$ cat config.mk
export PLATFORM = sky130hd
export DESIGN_NAME = pen_mass_drag_stroke_filter_flat
export DESIGN_NICKNAME = d
export VERILOG_FILES = /design/src/rtl/pmds_pkg.sv /design/src/rtl/pmds_if.sv /design/src/rtl/pmds_seq.sv /design/src/rtl/pmds_dp.sv /design/src/rtl/pen_mass_drag_stroke_filter.sv /design/src/flat_wrapper.sv
export SDC_FILE = /design/constraint.sdc
export NUM_CORES = 2
export LEC_CHECK = 0
export ABC_AREA = 0
export BUFFER_PORTS_ARGS = -buffer_cell sky130_fd_sc_hd__buf_2
export CAP_MARGIN = 20
export CORE_AREA = 10 10 790 403
export DETAILED_ROUTE_END_ITERATION = 6
export DIE_AREA = 0 0 800 413
export SLEW_MARGIN = 20
export SYNTH_ARGS = -nofsm -noshare
export SYNTH_HDL_FRONTEND = slang
export SYNTH_SLANG_ARGS = --single-unit
export TNS_END_PERCENT = 5
$ cat constraint.sdc
create_clock -name clk -period 14.4 [get_ports clk]
set_clock_uncertainty 0.05 [all_clocks]
set_input_delay 0.72 -clock clk [delete_from_list [all_inputs] [get_ports clk]]
set_output_delay 0.72 -clock clk [all_outputs]
set_load 0.005 [all_outputs]
$ cat src/rtl/pmds_pkg.sv
// Shared types, constants and the control program of the pen stroke filter.
`default_nettype none

package pmds_pkg;

	localparam int COORD_BITS_DEF = 32;
	localparam int K_W            = 24;
	localparam int W_W            = 26;
	localparam int OFF_W          = 25;
	localparam int OUT_W          = 32;
	localparam int CMD_W          = 3;
	localparam int CFG_IDX_W      = 2;
	localparam int CFG_DATA_W     = 26;
	localparam int PC_W           = 6;
	localparam int PROG_LEN       = 33;

	localparam logic [K_W-1:0] MASS_RST   = 24'd8389;
	localparam logic [K_W-1:0] DAMP_RST   = 24'd16642998;
	localparam logic [W_W-1:0] WIDTH_RST  = 26'd6291456;
	localparam logic [K_W-1:0] SIN60_Q24  = 24'd7264748;
	localparam logic [K_W-1:0] Q24_HALF   = 24'd8388608;

	localparam logic [CMD_W-1:0] CMD_DOWN = 3'd0;
	localparam logic [CMD_W-1:0] CMD_MOVE = 3'd1;
	localparam logic [CMD_W-1:0] CMD_TICK = 3'd2;
	localparam logic [CMD_W-1:0] CMD_EMIT = 3'd3;
	localparam logic [CMD_W-1:0] CMD_UP   = 3'd4;

	localparam logic [CFG_IDX_W-1:0] CFG_MASS_RECIP   = 2'd0;
	localparam logic [CFG_IDX_W-1:0] CFG_DAMPING      = 2'd1;
	localparam logic [CFG_IDX_W-1:0] CFG_STROKE_WIDTH = 2'd2;

	localparam logic AX_X = 1'b0;
	localparam logic AX_Y = 1'b1;

	typedef enum logic [3:0] {
		OP_NOP, OP_PEN_DOWN, OP_PEN_UP, OP_SET_TGT,
		OP_LD_DIFF, OP_LD_VEL, OP_LD_WPREV, OP_LD_WCUR,
		OP_MUL_LO, OP_MUL_HI, OP_VEL_ADD, OP_VEL_MUL,
		OP_POS_ADD, OP_ST_LOFF, OP_ST_COFF, OP_CORNERS
	} op_t;

	typedef enum logic [1:0] {K_MASS, K_DAMP, K_SIN} ksel_t;

	typedef enum logic [1:0] {J_NEXT, J_ALWAYS, J_IF_SAME, J_IF_IDLE} jmp_t;

	typedef struct packed {
		op_t             op;
		logic            axis;
		ksel_t           ksel;
		jmp_t            jmp;
		logic [PC_W-1:0] tgt;
		logic            last;
	} ctl_t;

	typedef struct packed {
		ctl_t cw;
		logic take;
		logic fire;
	} seq_ctl_t;

	typedef struct packed {
		logic same;
		logic active;
	} stat_t;

	typedef struct packed {
		logic                  seg;
		logic [7:0][OUT_W-1:0] cor;
		logic                  act;
	} res_t;

	// program entry points
	localparam logic [PC_W-1:0] A_FIN  = 6'd0;
	localparam logic [PC_W-1:0] A_DOWN = 6'd1;
	localparam logic [PC_W-1:0] A_UP   = 6'd2;
	localparam logic [PC_W-1:0] A_MOVE = 6'd3;
	localparam logic [PC_W-1:0] A_TICK = 6'd4;
	localparam logic [PC_W-1:0] A_STEP = 6'd5;
	localparam logic [PC_W-1:0] A_EMIT = 6'd23;

	function automatic ctl_t mk(input op_t op, input logic axis, input ksel_t ksel,
		input jmp_t jmp, input logic [PC_W-1:0] tgt, input logic last);
		ctl_t c;
		c.op   = op;
		c.axis = axis;
		c.ksel = ksel;
		c.jmp  = jmp;
		c.tgt  = tgt;
		c.last = last;
		return c;
	endfunction

	localparam ctl_t CW_IDLE = mk(OP_NOP, AX_X, K_MASS, J_NEXT, A_FIN, 1'b0);

	localparam ctl_t PROG [PROG_LEN] = '{
		mk(OP_NOP,      AX_X, K_MASS, J_NEXT,    A_FIN,  1'b1),
		mk(OP_PEN_DOWN, AX_X, K_MASS, J_ALWAYS,  A_FIN,  1'b0),
		mk(OP_PEN_UP,   AX_X, K_MASS, J_ALWAYS,  A_FIN,  1'b0),
		mk(OP_SET_TGT,  AX_X, K_MASS, J_ALWAYS,  A_STEP, 1'b0),
		mk(OP_NOP,      AX_X, K_MASS, J_IF_IDLE, A_FIN,  1'b0),
		// filter step, x axis
		mk(OP_LD_DIFF,  AX_X, K_MASS, J_NEXT,    A_FIN,  1'b0),
		mk(OP_MUL_LO,   AX_X, K_MASS, J_NEXT,    A_FIN,  1'b0),
		mk(OP_MUL_HI,   AX_X, K_MASS, J_NEXT,    A_FIN,  1'b0),
		mk(OP_VEL_ADD,  AX_X, K_MASS, J_NEXT,    A_FIN,  1'b0),
		mk(OP_LD_VEL,   AX_X, K_DAMP, J_NEXT,    A_FIN,  1'b0),
		mk(OP_MUL_LO,   AX_X, K_DAMP, J_NEXT,    A_FIN,  1'b0),
		mk(OP_MUL_HI,   AX_X, K_DAMP, J_NEXT,    A_FIN,  1'b0),
		mk(OP_VEL_MUL,  AX_X, K_DAMP, J_NEXT,    A_FIN,  1'b0),
		mk(OP_POS_ADD,  AX_X, K_DAMP, J_NEXT,    A_FIN,  1'b0),
		// filter step, y axis
		mk(OP_LD_DIFF,  AX_Y, K_MASS, J_NEXT,    A_FIN,  1'b0),
		mk(OP_MUL_LO,   AX_Y, K_MASS, J_NEXT,    A_FIN,  1'b0),
		mk(OP_MUL_HI,   AX_Y, K_MASS, J_NEXT,    A_FIN,  1'b0),
		mk(OP_VEL_ADD,  AX_Y, K_MASS, J_NEXT,    A_FIN,  1'b0),
		mk(OP_LD_VEL,   AX_Y, K_DAMP, J_NEXT,    A_FIN,  1'b0),
		mk(OP_MUL_LO,   AX_Y, K_DAMP, J_NEXT,    A_FIN,  1'b0),
		mk(OP_MUL_HI,   AX_Y, K_DAMP, J_NEXT,    A_FIN,  1'b0),
		mk(OP_VEL_MUL,  AX_Y, K_DAMP, J_NEXT,    A_FIN,  1'b0),
		mk(OP_POS_ADD,  AX_Y, K_DAMP, J_ALWAYS,  A_FIN,  1'b0),
		// emit
		mk(OP_NOP,      AX_X, K_SIN,  J_IF_SAME, A_FIN,  1'b0),
		mk(OP_LD_WPREV, AX_X, K_SIN,  J_NEXT,    A_FIN,  1'b0),
		mk(OP_MUL_LO,   AX_X, K_SIN,  J_NEXT,    A_FIN,  1'b0),
		mk(OP_MUL_HI,   AX_X, K_SIN,  J_NEXT,    A_FIN,  1'b0),
		mk(OP_ST_LOFF,  AX_X, K_SIN,  J_NEXT,    A_FIN,  1'b0),
		mk(OP_LD_WCUR,  AX_X, K_SIN,  J_NEXT,    A_FIN,  1'b0),
		mk(OP_MUL_LO,   AX_X, K_SIN,  J_NEXT,    A_FIN,  1'b0),
		mk(OP_MUL_HI,   AX_X, K_SIN,  J_NEXT,    A_FIN,  1'b0),
		mk(OP_ST_COFF,  AX_X, K_SIN,  J_NEXT,    A_FIN,  1'b0),
		mk(OP_CORNERS,  AX_X, K_SIN,  J_ALWAYS,  A_FIN,  1'b0)
	};

	function automatic ctl_t rom(input logic [PC_W-1:0] a);
		if (a < PC_W'(PROG_LEN))
			return PROG[a];
		return PROG[A_FIN];
	endfunction

	function automatic logic [PC_W-1:0] entry(input logic [CMD_W-1:0] c);
		logic [PC_W-1:0] a;
		case (c)
			CMD_DOWN: a = A_DOWN;
			CMD_MOVE: a = A_MOVE;
			CMD_TICK: a = A_TICK;
			CMD_EMIT: a = A_EMIT;
			CMD_UP:   a = A_UP;
			default:  a = A_FIN;
		endcase
		return a;
	endfunction

endpackage

`default_nettype wire

$ cat src/rtl/pmds_if.sv
// Channel interfaces: pen events in, stroke segments out, register writes.
`default_nettype none

interface pmds_pen_if;
	logic                            valid;
	logic                            ready;
	logic [pmds_pkg::CMD_W-1:0]      cmd;
	logic signed [pmds_pkg::OUT_W-1:0] point_x;
	logic signed [pmds_pkg::OUT_W-1:0] point_y;
	modport source (output valid, cmd, point_x, point_y, input ready);
	modport sink (input valid, cmd, point_x, point_y, output ready);
endinterface

interface pmds_seg_if;
	logic                              valid;
	logic                              ready;
	logic                              segment_valid;
	logic signed [pmds_pkg::OUT_W-1:0] corner0_x;
	logic signed [pmds_pkg::OUT_W-1:0] corner0_y;
	logic signed [pmds_pkg::OUT_W-1:0] corner1_x;
	logic signed [pmds_pkg::OUT_W-1:0] corner1_y;
	logic signed [pmds_pkg::OUT_W-1:0] corner2_x;
	logic signed [pmds_pkg::OUT_W-1:0] corner2_y;
	logic signed [pmds_pkg::OUT_W-1:0] corner3_x;
	logic signed [pmds_pkg::OUT_W-1:0] corner3_y;
	logic                              pen_active;
	modport source (output valid, segment_valid, corner0_x, corner0_y, corner1_x,
		corner1_y, corner2_x, corner2_y, corner3_x, corner3_y, pen_active, input ready);
	modport sink (input valid, segment_valid, corner0_x, corner0_y, corner1_x,
		corner1_y, corner2_x, corner2_y, corner3_x, corner3_y, pen_active, output ready);
endinterface

interface pmds_cfg_if;
	logic                                valid;
	logic                                ready;
	logic [pmds_pkg::CFG_IDX_W-1:0]      index;
	logic [pmds_pkg::CFG_DATA_W-1:0]     data;
	modport source (output valid, index, data, input ready);
	modport sink (input valid, index, data, output ready);
endinterface

`default_nettype wire

$ cat src/rtl/pmds_seq.sv
// Microcode sequencer: step counter, program ROM, jumps and result handshake.
`default_nettype none

module pmds_seq (
	input  wire logic                       clk,
	input  wire logic                       arst_n,
	input  wire logic                       in_valid,
	input  wire logic [pmds_pkg::CMD_W-1:0] in_cmd,
	output logic                            in_ready,
	output logic                            out_valid,
	input  wire logic                       out_ready,
	input  wire pmds_pkg::stat_t            st,
	output pmds_pkg::seq_ctl_t              sc
);

	logic                      busy_q;
	logic [pmds_pkg::PC_W-1:0] pc_q;
	logic                      out_valid_q;
	pmds_pkg::ctl_t            cw;
	logic                      stall;
	logic                      run;
	logic                      jump;

	always_comb begin
		cw    = pmds_pkg::rom(pc_q);
		stall = cw.last && out_valid_q && !out_ready;
		run   = busy_q && !stall;
		unique case (cw.jmp)
			pmds_pkg::J_NEXT:    jump = 1'b0;
			pmds_pkg::J_ALWAYS:  jump = 1'b1;
			pmds_pkg::J_IF_SAME: jump = st.same;
			pmds_pkg::J_IF_IDLE: jump = !st.active;
			default:             jump = 1'b0;
		endcase
		sc.cw   = run ? cw : pmds_pkg::CW_IDLE;
		sc.take = in_valid && !busy_q;
		sc.fire = run && cw.last;
	end

	assign in_ready  = !busy_q;
	assign out_valid = out_valid_q;

	always_ff @(posedge clk or negedge arst_n) begin
		if (!arst_n) begin
			busy_q      <= 1'b0;
			pc_q        <= pmds_pkg::A_FIN;
			out_valid_q <= 1'b0;
		end else begin
			if (sc.take) begin
				busy_q <= 1'b1;
				pc_q   <= pmds_pkg::entry(in_cmd);
			end else if (run) begin
				if (cw.last)
					busy_q <= 1'b0;
				pc_q <= jump ? cw.tgt : pc_q + pmds_pkg::PC_W'(1);
			end
			if (sc.fire)
				out_valid_q <= 1'b1;
			else if (out_ready)
				out_valid_q <= 1'b0;
		end
	end

	a_fire_slot: assert property (@(posedge clk) disable iff (!arst_n)
		sc.fire |-> (!out_valid_q || out_ready))
		else $error("result written while output slot still full");

	a_busy_end: assert property (@(posedge clk) disable iff (!arst_n)
		$fell(busy_q) |-> $past(sc.fire))
		else $error("sequencer went idle without delivering a result");

	a_pc_range: assert property (@(posedge clk) disable iff (!arst_n)
		busy_q |-> (pc_q < pmds_pkg::PC_W'(pmds_pkg::PROG_LEN)))
		else $error("step counter outside the program");

	a_fire_valid: assert property (@(posedge clk) disable iff (!arst_n)
		sc.fire |=> out_valid_q)
		else $error("finished result not presented");

endmodule

`default_nettype wire

$ cat src/rtl/pmds_dp.sv
// Datapath: filter state, shared 24x24 multiplier, offsets, corners, registers.
`default_nettype none

module pmds_dp #(
	parameter int COORD_BITS = pmds_pkg::COORD_BITS_DEF
) (
	input  wire logic                       clk,
	input  wire logic                       arst_n,
	pmds_cfg_if.sink                        cfg,
	input  wire pmds_pkg::seq_ctl_t         sc,
	input  wire logic [pmds_pkg::OUT_W-1:0] pt_x,
	input  wire logic [pmds_pkg::OUT_W-1:0] pt_y,
	output pmds_pkg::stat_t                 st,
	output pmds_pkg::res_t                  res
);

	localparam int CB    = COORD_BITS;
	localparam int KW    = pmds_pkg::K_W;
	localparam int HI_W  = (CB > 26) ? CB - KW : 2;
	localparam int EXT_W = KW + HI_W;
	localparam int ACC_W = EXT_W + KW;
	localparam int IN_W  = (CB > 32) ? CB : 32;
	localparam int SW    = EXT_W + 1;
	localparam int WW    = (SW > 33) ? SW : 33;
	localparam int OW    = pmds_pkg::OFF_W;
	localparam int WDW   = pmds_pkg::W_W;
	localparam int OUTW  = pmds_pkg::OUT_W;

	function automatic logic [CB-1:0] sat_cb(input logic [CB+1:0] s);
		if (&s[CB+1:CB-1] || ~|s[CB+1:CB-1])
			return s[CB-1:0];
		return s[CB+1] ? {1'b1, {(CB-1){1'b0}}} : {1'b0, {(CB-1){1'b1}}};
	endfunction

	function automatic logic [CB-1:0] sat_in(input logic [OUTW-1:0] p);
		logic [IN_W-1:0] w;
		w = IN_W'($signed(p));
		if (&w[IN_W-1:CB-1] || ~|w[IN_W-1:CB-1])
			return w[CB-1:0];
		return w[IN_W-1] ? {1'b1, {(CB-1){1'b0}}} : {1'b0, {(CB-1){1'b1}}};
	endfunction

	function automatic logic [OW-1:0] off_x(input logic [WDW-1:0] w);
		logic [WDW:0] s;
		s = (WDW+1)'(w) + (WDW+1)'(2);
		return s[WDW:2];
	endfunction

	function automatic logic [OUTW-1:0] corner(input logic [CB-1:0] p,
		input logic [OW-1:0] o, input logic sub);
		logic [SW-1:0] pe;
		logic [SW-1:0] oe;
		logic [SW-1:0] s;
		logic [WW-1:0] w;
		pe = SW'($signed(p));
		oe = SW'(o);
		s  = sub ? pe - oe : pe + oe;
		w  = WW'($signed(s));
		if (&w[WW-1:OUTW-1] || ~|w[WW-1:OUTW-1])
			return w[OUTW-1:0];
		return w[WW-1] ? {1'b1, {(OUTW-1){1'b0}}} : {1'b0, {(OUTW-1){1'b1}}};
	endfunction

	logic [CB-1:0]     tgt_q [2];
	logic [CB-1:0]     pos_q [2];
	logic [CB-1:0]     vel_q [2];
	logic [CB-1:0]     drw_q [2];
	logic [CB-1:0]     pt_q [2];
	logic [WDW-1:0]    wprev_q;
	logic              act_q;
	logic              seg_q;
	logic [KW-1:0]     mass_q;
	logic [KW-1:0]     damp_q;
	logic [WDW-1:0]    width_q;
	logic [EXT_W-1:0]  mag_q;
	logic              neg_q;
	logic [ACC_W-1:0]  acc_q;
	logic [OW-1:0]     loff_x_q, loff_y_q, coff_x_q, coff_y_q;
	logic [7:0][OUTW-1:0] cor_q;
	pmds_pkg::res_t    res_q;

	logic              ax;
	logic [CB:0]       d;
	logic [CB-1:0]     dmag;
	logic [CB:0]       ve;
	logic [CB-1:0]     vmag;
	logic [KW-1:0]     k;
	logic [KW-1:0]     mop;
	logic [2*KW-1:0]   prod;
	logic [CB:0]       rr;
	logic [CB:0]       sr;
	logic [CB+1:0]     vsum;
	logic [CB+1:0]     psum;

	always_comb begin
		ax   = sc.cw.axis;
		d    = {tgt_q[ax][CB-1], tgt_q[ax]} - {pos_q[ax][CB-1], pos_q[ax]};
		dmag = d[CB] ? CB'(-d) : CB'(d);
		ve   = {vel_q[ax][CB-1], vel_q[ax]};
		vmag = ve[CB] ? CB'(-ve) : CB'(ve);
		case (sc.cw.ksel)
			pmds_pkg::K_MASS: k = mass_q;
			pmds_pkg::K_DAMP: k = damp_q;
			pmds_pkg::K_SIN:  k = pmds_pkg::SIN60_Q24;
			default:          k = '0;
		endcase
		mop  = (sc.cw.op == pmds_pkg::OP_MUL_HI) ? KW'(mag_q[EXT_W-1:KW]) : mag_q[KW-1:0];
		prod = (2*KW)'(mop) * (2*KW)'(k);
		rr   = {1'b0, acc_q[KW +: CB]};
		sr   = neg_q ? -rr : rr;
		vsum = {{2{vel_q[ax][CB-1]}}, vel_q[ax]} + {sr[CB], sr};
		psum = {{2{pos_q[ax][CB-1]}}, pos_q[ax]} + {{2{vel_q[ax][CB-1]}}, vel_q[ax]};
	end

	assign cfg.ready = 1'b1;
	assign st.same   = (pos_q[0] == drw_q[0]) && (pos_q[1] == drw_q[1]);
	assign st.active = act_q;
	assign res       = res_q;

	always_ff @(posedge clk or negedge arst_n) begin
		if (!arst_n) begin
			tgt_q   <= '{default: '0};
			pos_q   <= '{default: '0};
			vel_q   <= '{default: '0};
			drw_q   <= '{default: '0};
			wprev_q <= pmds_pkg::WIDTH_RST;
			act_q   <= 1'b0;
			seg_q   <= 1'b0;
			mass_q  <= pmds_pkg::MASS_RST;
			damp_q  <= pmds_pkg::DAMP_RST;
			width_q <= pmds_pkg::WIDTH_RST;
		end else begin
			if (cfg.valid) begin
				unique case (cfg.index)
					pmds_pkg::CFG_MASS_RECIP:   mass_q  <= cfg.data[KW-1:0];
					pmds_pkg::CFG_DAMPING:      damp_q  <= cfg.data[KW-1:0];
					pmds_pkg::CFG_STROKE_WIDTH: width_q <= cfg.data[WDW-1:0];
					default: ;
				endcase
			end
			if (sc.take)
				seg_q <= 1'b0;
			unique case (sc.cw.op)
				pmds_pkg::OP_PEN_DOWN: begin
					tgt_q <= pt_q;
					pos_q <= pt_q;
					drw_q <= pt_q;
					vel_q <= '{default: '0};
					act_q <= 1'b1;
				end
				pmds_pkg::OP_PEN_UP:  act_q <= 1'b0;
				pmds_pkg::OP_SET_TGT: tgt_q <= pt_q;
				pmds_pkg::OP_VEL_ADD: vel_q[ax] <= sat_cb(vsum);
				pmds_pkg::OP_VEL_MUL: vel_q[ax] <= sr[CB-1:0];
				pmds_pkg::OP_POS_ADD: pos_q[ax] <= sat_cb(psum);
				pmds_pkg::OP_CORNERS: begin
					seg_q   <= 1'b1;
					wprev_q <= width_q;
					drw_q   <= pos_q;
				end
				default: ;
			endcase
		end
	end

	always_ff @(posedge clk) begin
		if (sc.take) begin
			pt_q[0] <= sat_in(pt_x);
			pt_q[1] <= sat_in(pt_y);
		end
		case (sc.cw.op)
			pmds_pkg::OP_LD_DIFF: begin
				mag_q <= EXT_W'(dmag);
				neg_q <= d[CB];
			end
			pmds_pkg::OP_LD_VEL: begin
				mag_q <= EXT_W'(vmag);
				neg_q <= ve[CB];
			end
			pmds_pkg::OP_LD_WPREV: begin
				mag_q <= EXT_W'(wprev_q);
				neg_q <= 1'b0;
			end
			pmds_pkg::OP_LD_WCUR: begin
				mag_q <= EXT_W'(width_q);
				neg_q <= 1'b0;
			end
			pmds_pkg::OP_MUL_LO: acc_q <= ACC_W'(prod) + ACC_W'(pmds_pkg::Q24_HALF);
			pmds_pkg::OP_MUL_HI: acc_q <= acc_q + (ACC_W'(prod) << KW);
			pmds_pkg::OP_ST_LOFF: begin
				loff_x_q <= off_x(wprev_q);
				loff_y_q <= acc_q[KW +: OW];
			end
			pmds_pkg::OP_ST_COFF: begin
				coff_x_q <= off_x(width_q);
				coff_y_q <= acc_q[KW +: OW];
			end
			pmds_pkg::OP_CORNERS: begin
				cor_q[0] <= corner(drw_q[0], loff_x_q, 1'b1);
				cor_q[1] <= corner(drw_q[1], loff_y_q, 1'b1);
				cor_q[2] <= corner(pos_q[0], coff_x_q, 1'b1);
				cor_q[3] <= corner(pos_q[1], coff_y_q, 1'b1);
				cor_q[4] <= corner(pos_q[0], coff_x_q, 1'b0);
				cor_q[5] <= corner(pos_q[1], coff_y_q, 1'b0);
				cor_q[6] <= corner(drw_q[0], loff_x_q, 1'b0);
				cor_q[7] <= corner(drw_q[1], loff_y_q, 1'b0);
			end
			default: ;
		endcase
		if (sc.fire) begin
			res_q.seg <= seg_q;
			res_q.cor <= seg_q ? cor_q : '0;
			res_q.act <= act_q;
		end
	end

endmodule

`default_nettype wire

$ cat src/rtl/pen_mass_drag_stroke_filter.sv
// Top level of the pen mass-drag stroke filter.
//
//   channel  | role   | payload
//   ---------+--------+-----------------------------------------------------
//   pen      | sink   | cmd, point_x, point_y
//   stroke   | source | segment_valid, corner0..3_x/y, pen_active
//   cfg      | sink   | index (0 mass_recip, 1 damping, 2 stroke_width), data
//
// One item at a time: the next pen event is taken only once the program of the last has run.
// The single shared 24x24 multiplier runs two partial products for each of the four
// scalings in a filter step.
// The result sits in an output register; the next item is taken meanwhile.
// Reset is asynchronous; cfg writes are taken on every cycle.
`default_nettype none

module pen_mass_drag_stroke_filter #(
	parameter int COORD_BITS = pmds_pkg::COORD_BITS_DEF
) (
	input wire logic    clk,
	input wire logic    arst_n,
	pmds_pen_if.sink    pen,
	pmds_seg_if.source  stroke,
	pmds_cfg_if.sink    cfg
);

	pmds_pkg::seq_ctl_t sc;
	pmds_pkg::stat_t    st;
	pmds_pkg::res_t     res;

	pmds_seq u_seq (
		.clk       (clk),
		.arst_n    (arst_n),
		.in_valid  (pen.valid),
		.in_cmd    (pen.cmd),
		.in_ready  (pen.ready),
		.out_valid (stroke.valid),
		.out_ready (stroke.ready),
		.st        (st),
		.sc        (sc)
	);

	pmds_dp #(
		.COORD_BITS (COORD_BITS)
	) u_dp (
		.clk    (clk),
		.arst_n (arst_n),
		.cfg    (cfg),
		.sc     (sc),
		.pt_x   (pen.point_x),
		.pt_y   (pen.point_y),
		.st     (st),
		.res    (res)
	);

	assign stroke.segment_valid = res.seg;
	assign stroke.corner0_x     = res.cor[0];
	assign stroke.corner0_y     = res.cor[1];
	assign stroke.corner1_x     = res.cor[2];
	assign stroke.corner1_y     = res.cor[3];
	assign stroke.corner2_x     = res.cor[4];
	assign stroke.corner2_y     = res.cor[5];
	assign stroke.corner3_x     = res.cor[6];
	assign stroke.corner3_y     = res.cor[7];
	assign stroke.pen_active    = res.act;

endmodule

`default_nettype wire

$ cat src/flat_wrapper.sv
// flat-port wrapper written by rule: the top's interface ports become plain ports
module pen_mass_drag_stroke_filter_flat 
#(
	parameter int COORD_BITS = pmds_pkg::COORD_BITS_DEF
)
  (clk, arst_n, pen_valid, pen_cmd, pen_point_x, pen_point_y, pen_ready, stroke_valid, stroke_segment_valid, stroke_corner0_x, stroke_corner0_y, stroke_corner1_x, stroke_corner1_y, stroke_corner2_x, stroke_corner2_y, stroke_corner3_x, stroke_corner3_y, stroke_pen_active, stroke_ready, cfg_valid, cfg_index, cfg_data, cfg_ready);
  pmds_pen_if pen_i ();
  pmds_seg_if stroke_i ();
  pmds_cfg_if cfg_i ();
  input wire logic clk;
  input wire logic arst_n;
  input wire logic [$bits(pen_i.valid)-1:0] pen_valid;
  input wire logic [$bits(pen_i.cmd)-1:0] pen_cmd;
  input wire logic [$bits(pen_i.point_x)-1:0] pen_point_x;
  input wire logic [$bits(pen_i.point_y)-1:0] pen_point_y;
  output wire logic [$bits(pen_i.ready)-1:0] pen_ready;
  output wire logic [$bits(stroke_i.valid)-1:0] stroke_valid;
  output wire logic [$bits(stroke_i.segment_valid)-1:0] stroke_segment_valid;
  output wire logic [$bits(stroke_i.corner0_x)-1:0] stroke_corner0_x;
  output wire logic [$bits(stroke_i.corner0_y)-1:0] stroke_corner0_y;
  output wire logic [$bits(stroke_i.corner1_x)-1:0] stroke_corner1_x;
  output wire logic [$bits(stroke_i.corner1_y)-1:0] stroke_corner1_y;
  output wire logic [$bits(stroke_i.corner2_x)-1:0] stroke_corner2_x;
  output wire logic [$bits(stroke_i.corner2_y)-1:0] stroke_corner2_y;
  output wire logic [$bits(stroke_i.corner3_x)-1:0] stroke_corner3_x;
  output wire logic [$bits(stroke_i.corner3_y)-1:0] stroke_corner3_y;
  output wire logic [$bits(stroke_i.pen_active)-1:0] stroke_pen_active;
  input wire logic [$bits(stroke_i.ready)-1:0] stroke_ready;
  input wire logic [$bits(cfg_i.valid)-1:0] cfg_valid;
  input wire logic [$bits(cfg_i.index)-1:0] cfg_index;
  input wire logic [$bits(cfg_i.data)-1:0] cfg_data;
  output wire logic [$bits(cfg_i.ready)-1:0] cfg_ready;
  assign pen_i.valid = pen_valid;
  assign pen_i.cmd = pen_cmd;
  assign pen_i.point_x = pen_point_x;
  assign pen_i.point_y = pen_point_y;
  assign pen_ready = pen_i.ready;
  assign stroke_valid = stroke_i.valid;
  assign stroke_segment_valid = stroke_i.segment_valid;
  assign stroke_corner0_x = stroke_i.corner0_x;
  assign stroke_corner0_y = stroke_i.corner0_y;
  assign stroke_corner1_x = stroke_i.corner1_x;
  assign stroke_corner1_y = stroke_i.corner1_y;
  assign stroke_corner2_x = stroke_i.corner2_x;
  assign stroke_corner2_y = stroke_i.corner2_y;
  assign stroke_corner3_x = stroke_i.corner3_x;
  assign stroke_corner3_y = stroke_i.corner3_y;
  assign stroke_pen_active = stroke_i.pen_active;
  assign stroke_i.ready = stroke_ready;
  assign cfg_i.valid = cfg_valid;
  assign cfg_i.index = cfg_index;
  assign cfg_i.data = cfg_data;
  assign cfg_ready = cfg_i.ready;
  pen_mass_drag_stroke_filter #(.COORD_BITS(COORD_BITS)) u_core (.clk(clk), .arst_n(arst_n), .pen(pen_i), .stroke(stroke_i), .cfg(cfg_i));
endmodule
==> flow_summary.yaml <==
outcome:
  status: "completed"
clocking:
  postCtsSetupRepairBufs: 0
  cts_buffers: 94
  ctsLongestPathBuffers: 3
  cts_tree: "done"
  cts_resized: 0
  holdBufCountCts: 1
  cts_max_level: 3
  clk_latency_ps: 760
  root_buffer: "clkbuf_16"
  clkSinkCount: 1109
  clk_pin_slew_ps: 80
final_layout:
  nets: 10100
  syn_to_final_growth_pct: 11.9
  drive_gt1_share_pct: 11.0
  fin_util_pct: 31.1
min_path:
  hp-class: "in -> reg"
synth:
  synthTopCellsByCount: "nand2_1 (1043), inv_1 (906), nor2_1 (773)"
  syn_inst: 8830
  ys.flop_type: "edfxtp_1"
  yosysWarnings: 0
  syn-num-nets: 9942
  synthTopCellsByArea: "edfxtp_1 (26%), fa_1 (12%), dfrtp_1 (10%)"
  syn_avg_cell_area_um2: 9.61
  yosysUniqueCellTypes: 121
  synth.largest_area_cell: "edfxtp_1"
  synthArstFlopShare_pct: 33.0
  seq_area_frac_synth_pct: 37.1
  synth_area_um2: 84900
  synth.most_common_cell: "nand2_1"
  synth-edff-count: 743
  ys_seq_elements: 1109
  synth_top_area_share_pct: 26.3
die:
  coreArea_um2: 305000
  boundaryPins: 361
  row_count: 144
  die_h_um: 413
  die_area_um2: 330000
  start_util_pct: 27.8
  die_w_um: 800
drt:
  antenna_left: 0
  dr.first_iter.drc_count: 10200
  vias_per_cell: 5.35
  drt_wl_total_um: 371000
  drc: 0
  dr.pass1.iters: 6
  avgRoutedWirePerCell_um: 28.0
  vias: 70900
timing:
  maxSlewViolCount: 0
  relSlewSlack_pct: 6.90
  fin_setup_tns_ps: 0
  worst_slack_ps: 1130
  finalHoldViolCount: 0
  finalSetupViolations: 0
  hold_slack_ps: 86.6
  min_period_ps: 13270
  max_freq_mhz: 75.4
  period_share_pct: 92.1
  tightestPinTransition_ps: 1380
  rsz0062_at_grt: "no"
critical_path:
  cp.arrival_ps: 13720
  crit_type: "reg -> reg"
  slowest_stage: "o31ai_1"
  cp.required_ps: 14850
  cp_common_cell: "fa_1"
  end_kind: "register"
  max_stage_delay_ps: 800
  crit_path_max_fanout: 53
  worstSetupStartpointType: "register"
grt:
  grt_antenna_before_repair: 69
  grt_pass1_vias: 65000
  grt_first_pass_wirelength_um: 515000
  grt_max_degree: 136
  grt_usage_pct: 21.7
  gr-total-overflow: 0
place:
  dpl.hpwl_um: 302000
  place_congestion: 1.07
  io_buffer_count: 359
  place_ws_ps: 1730
run:
  drv_cap: 0
cell usage in the layout, fill, tap and decap left out, types with 73 or more instances in the layout:
cell type / n
a21o_1: 127
inv_1: 905
a21oi_1: 475
o21ai_0: 427
nor3_1: 117
dfrtp_1: 335
and2_1: 305
buf_2: 358
mux2_2: 152
a31oi_1: 74
nand2b_1: 73
clkbuf_16: 100
fa_1: 494
xor2_1: 194
nand3_1: 100
buf_4: 170
ha_1: 518
xnor2_1: 347
nand2_1: 1042
edfxtp_1: 743
nor2_1: 766
path summary, 6_finish.rpt:
kind,cells past startpoint,to,slack (ps),from
max,37,u_core.u_dp.acc_q[54]$_SDFFCE_PN0P_,1130,u_core.u_seq.pc_q[3]$_DFFE_PN0P_
min,1,u_core.u_dp.pt_q[10]$_DFFE_PP_,90,pen_point_y[10]
max reg2reg,37,u_core.u_dp.acc_q[54]$_SDFFCE_PN0P_,1130,u_core.u_seq.pc_q[3]$_DFFE_PN0P_
min reg2reg,2,u_core.u_dp.drw_q[52]$_DFFE_PN0P_,430,u_core.u_dp.drw_q[52]$_DFFE_PN0P_
max in group asynchronous,3,u_core.u_dp.tgt_q[9]$_DFFE_PN0P_,12000,arst_n
min in group asynchronous,2,u_core.u_seq.out_valid$_DFFE_PN0P_,520,arst_n
cells by family after synthesis:
family          after synthesis  synth area share [%]
xor+xnor                    542                  5.60
buf+inv                    1336                  6.08
flops                      1109                  37.1
mux                         223                  2.85
simple gates               2798                  15.3
compound gates             1807                  13.8
fa+ha+maj                  1014                  19.3
other cells                   1               0.00442
stage by stage:
step / instance area, µm² / std cells
after floorplan: 84900 / 8830
after global placement: 91600 / 13000
after detailed placement: 91600 / 13000
after CTS: 94800 / 13200
after global routing: 94900 / 13200
final: 95000 / 13200
critical path, delay by kind of cell, from the launching register on:
kind	cells	cell delay [ps]
muxes	1	760
DFF	1	660
adders and majority gates	9	4090
buffers and inverters	5	560
AOI/OAI and AO/OA	11	3830
xor gates and xnor gates	2	350
and+or+nand+nor	9	2600
registers in the layout (all words and copies together), names as in the netlist, 6 cells and up:
name	count
u_core.u_dp.vel_q	64
u_core.u_dp.wprev_q	26
u_core.u_dp.damp_q	24
u_core.u_dp.width_q	26
u_core.u_dp.pos_q	64
u_core.u_dp.pt_q	64
u_core.u_dp.drw_q	64
u_core.u_seq.pc_q	6
u_core.u_dp.res	258
u_core.u_dp.mass_q	24
u_core.u_dp.cor_q	256
u_core.u_dp.mag_q	32
u_core.u_dp.coff_y_q	25
u_core.u_dp.coff_x_q	25
u_core.u_dp.loff_y_q	25
u_core.u_dp.loff_x_q	25
u_core.u_dp.acc_q	32
u_core.u_dp.tgt_q	64
metal layers:
layer  GRT usage, %  share of wire, %  vias up
met5           4.27              0.66        -
met4           3.08               1.4       46
met3           17.6                21      348
met2           22.3                31     4715
met1           32.4                46    35200
li1               -                 -    30600
layout make-up:
| cell class | instances | area [µm²] |
|---|---|---|
| repair buffers | 535 | 3180 |
| clock inverters | 52 | 546 |
| diodes | 44 | 110 |
| fillers | 31800 | 210000 |
| multi-input cells | 6385 | 48500 |
| well taps | 4088 | 5110 |
| flip-flops and latches | 1109 | 31500 |
| clock buffers | 121 | 2620 |
| inverters | 909 | 3430 |
Power is left out: the tool's default activity adds up to more than one toggle a clock period on the data nets, which glitch-free logic cannot reach.
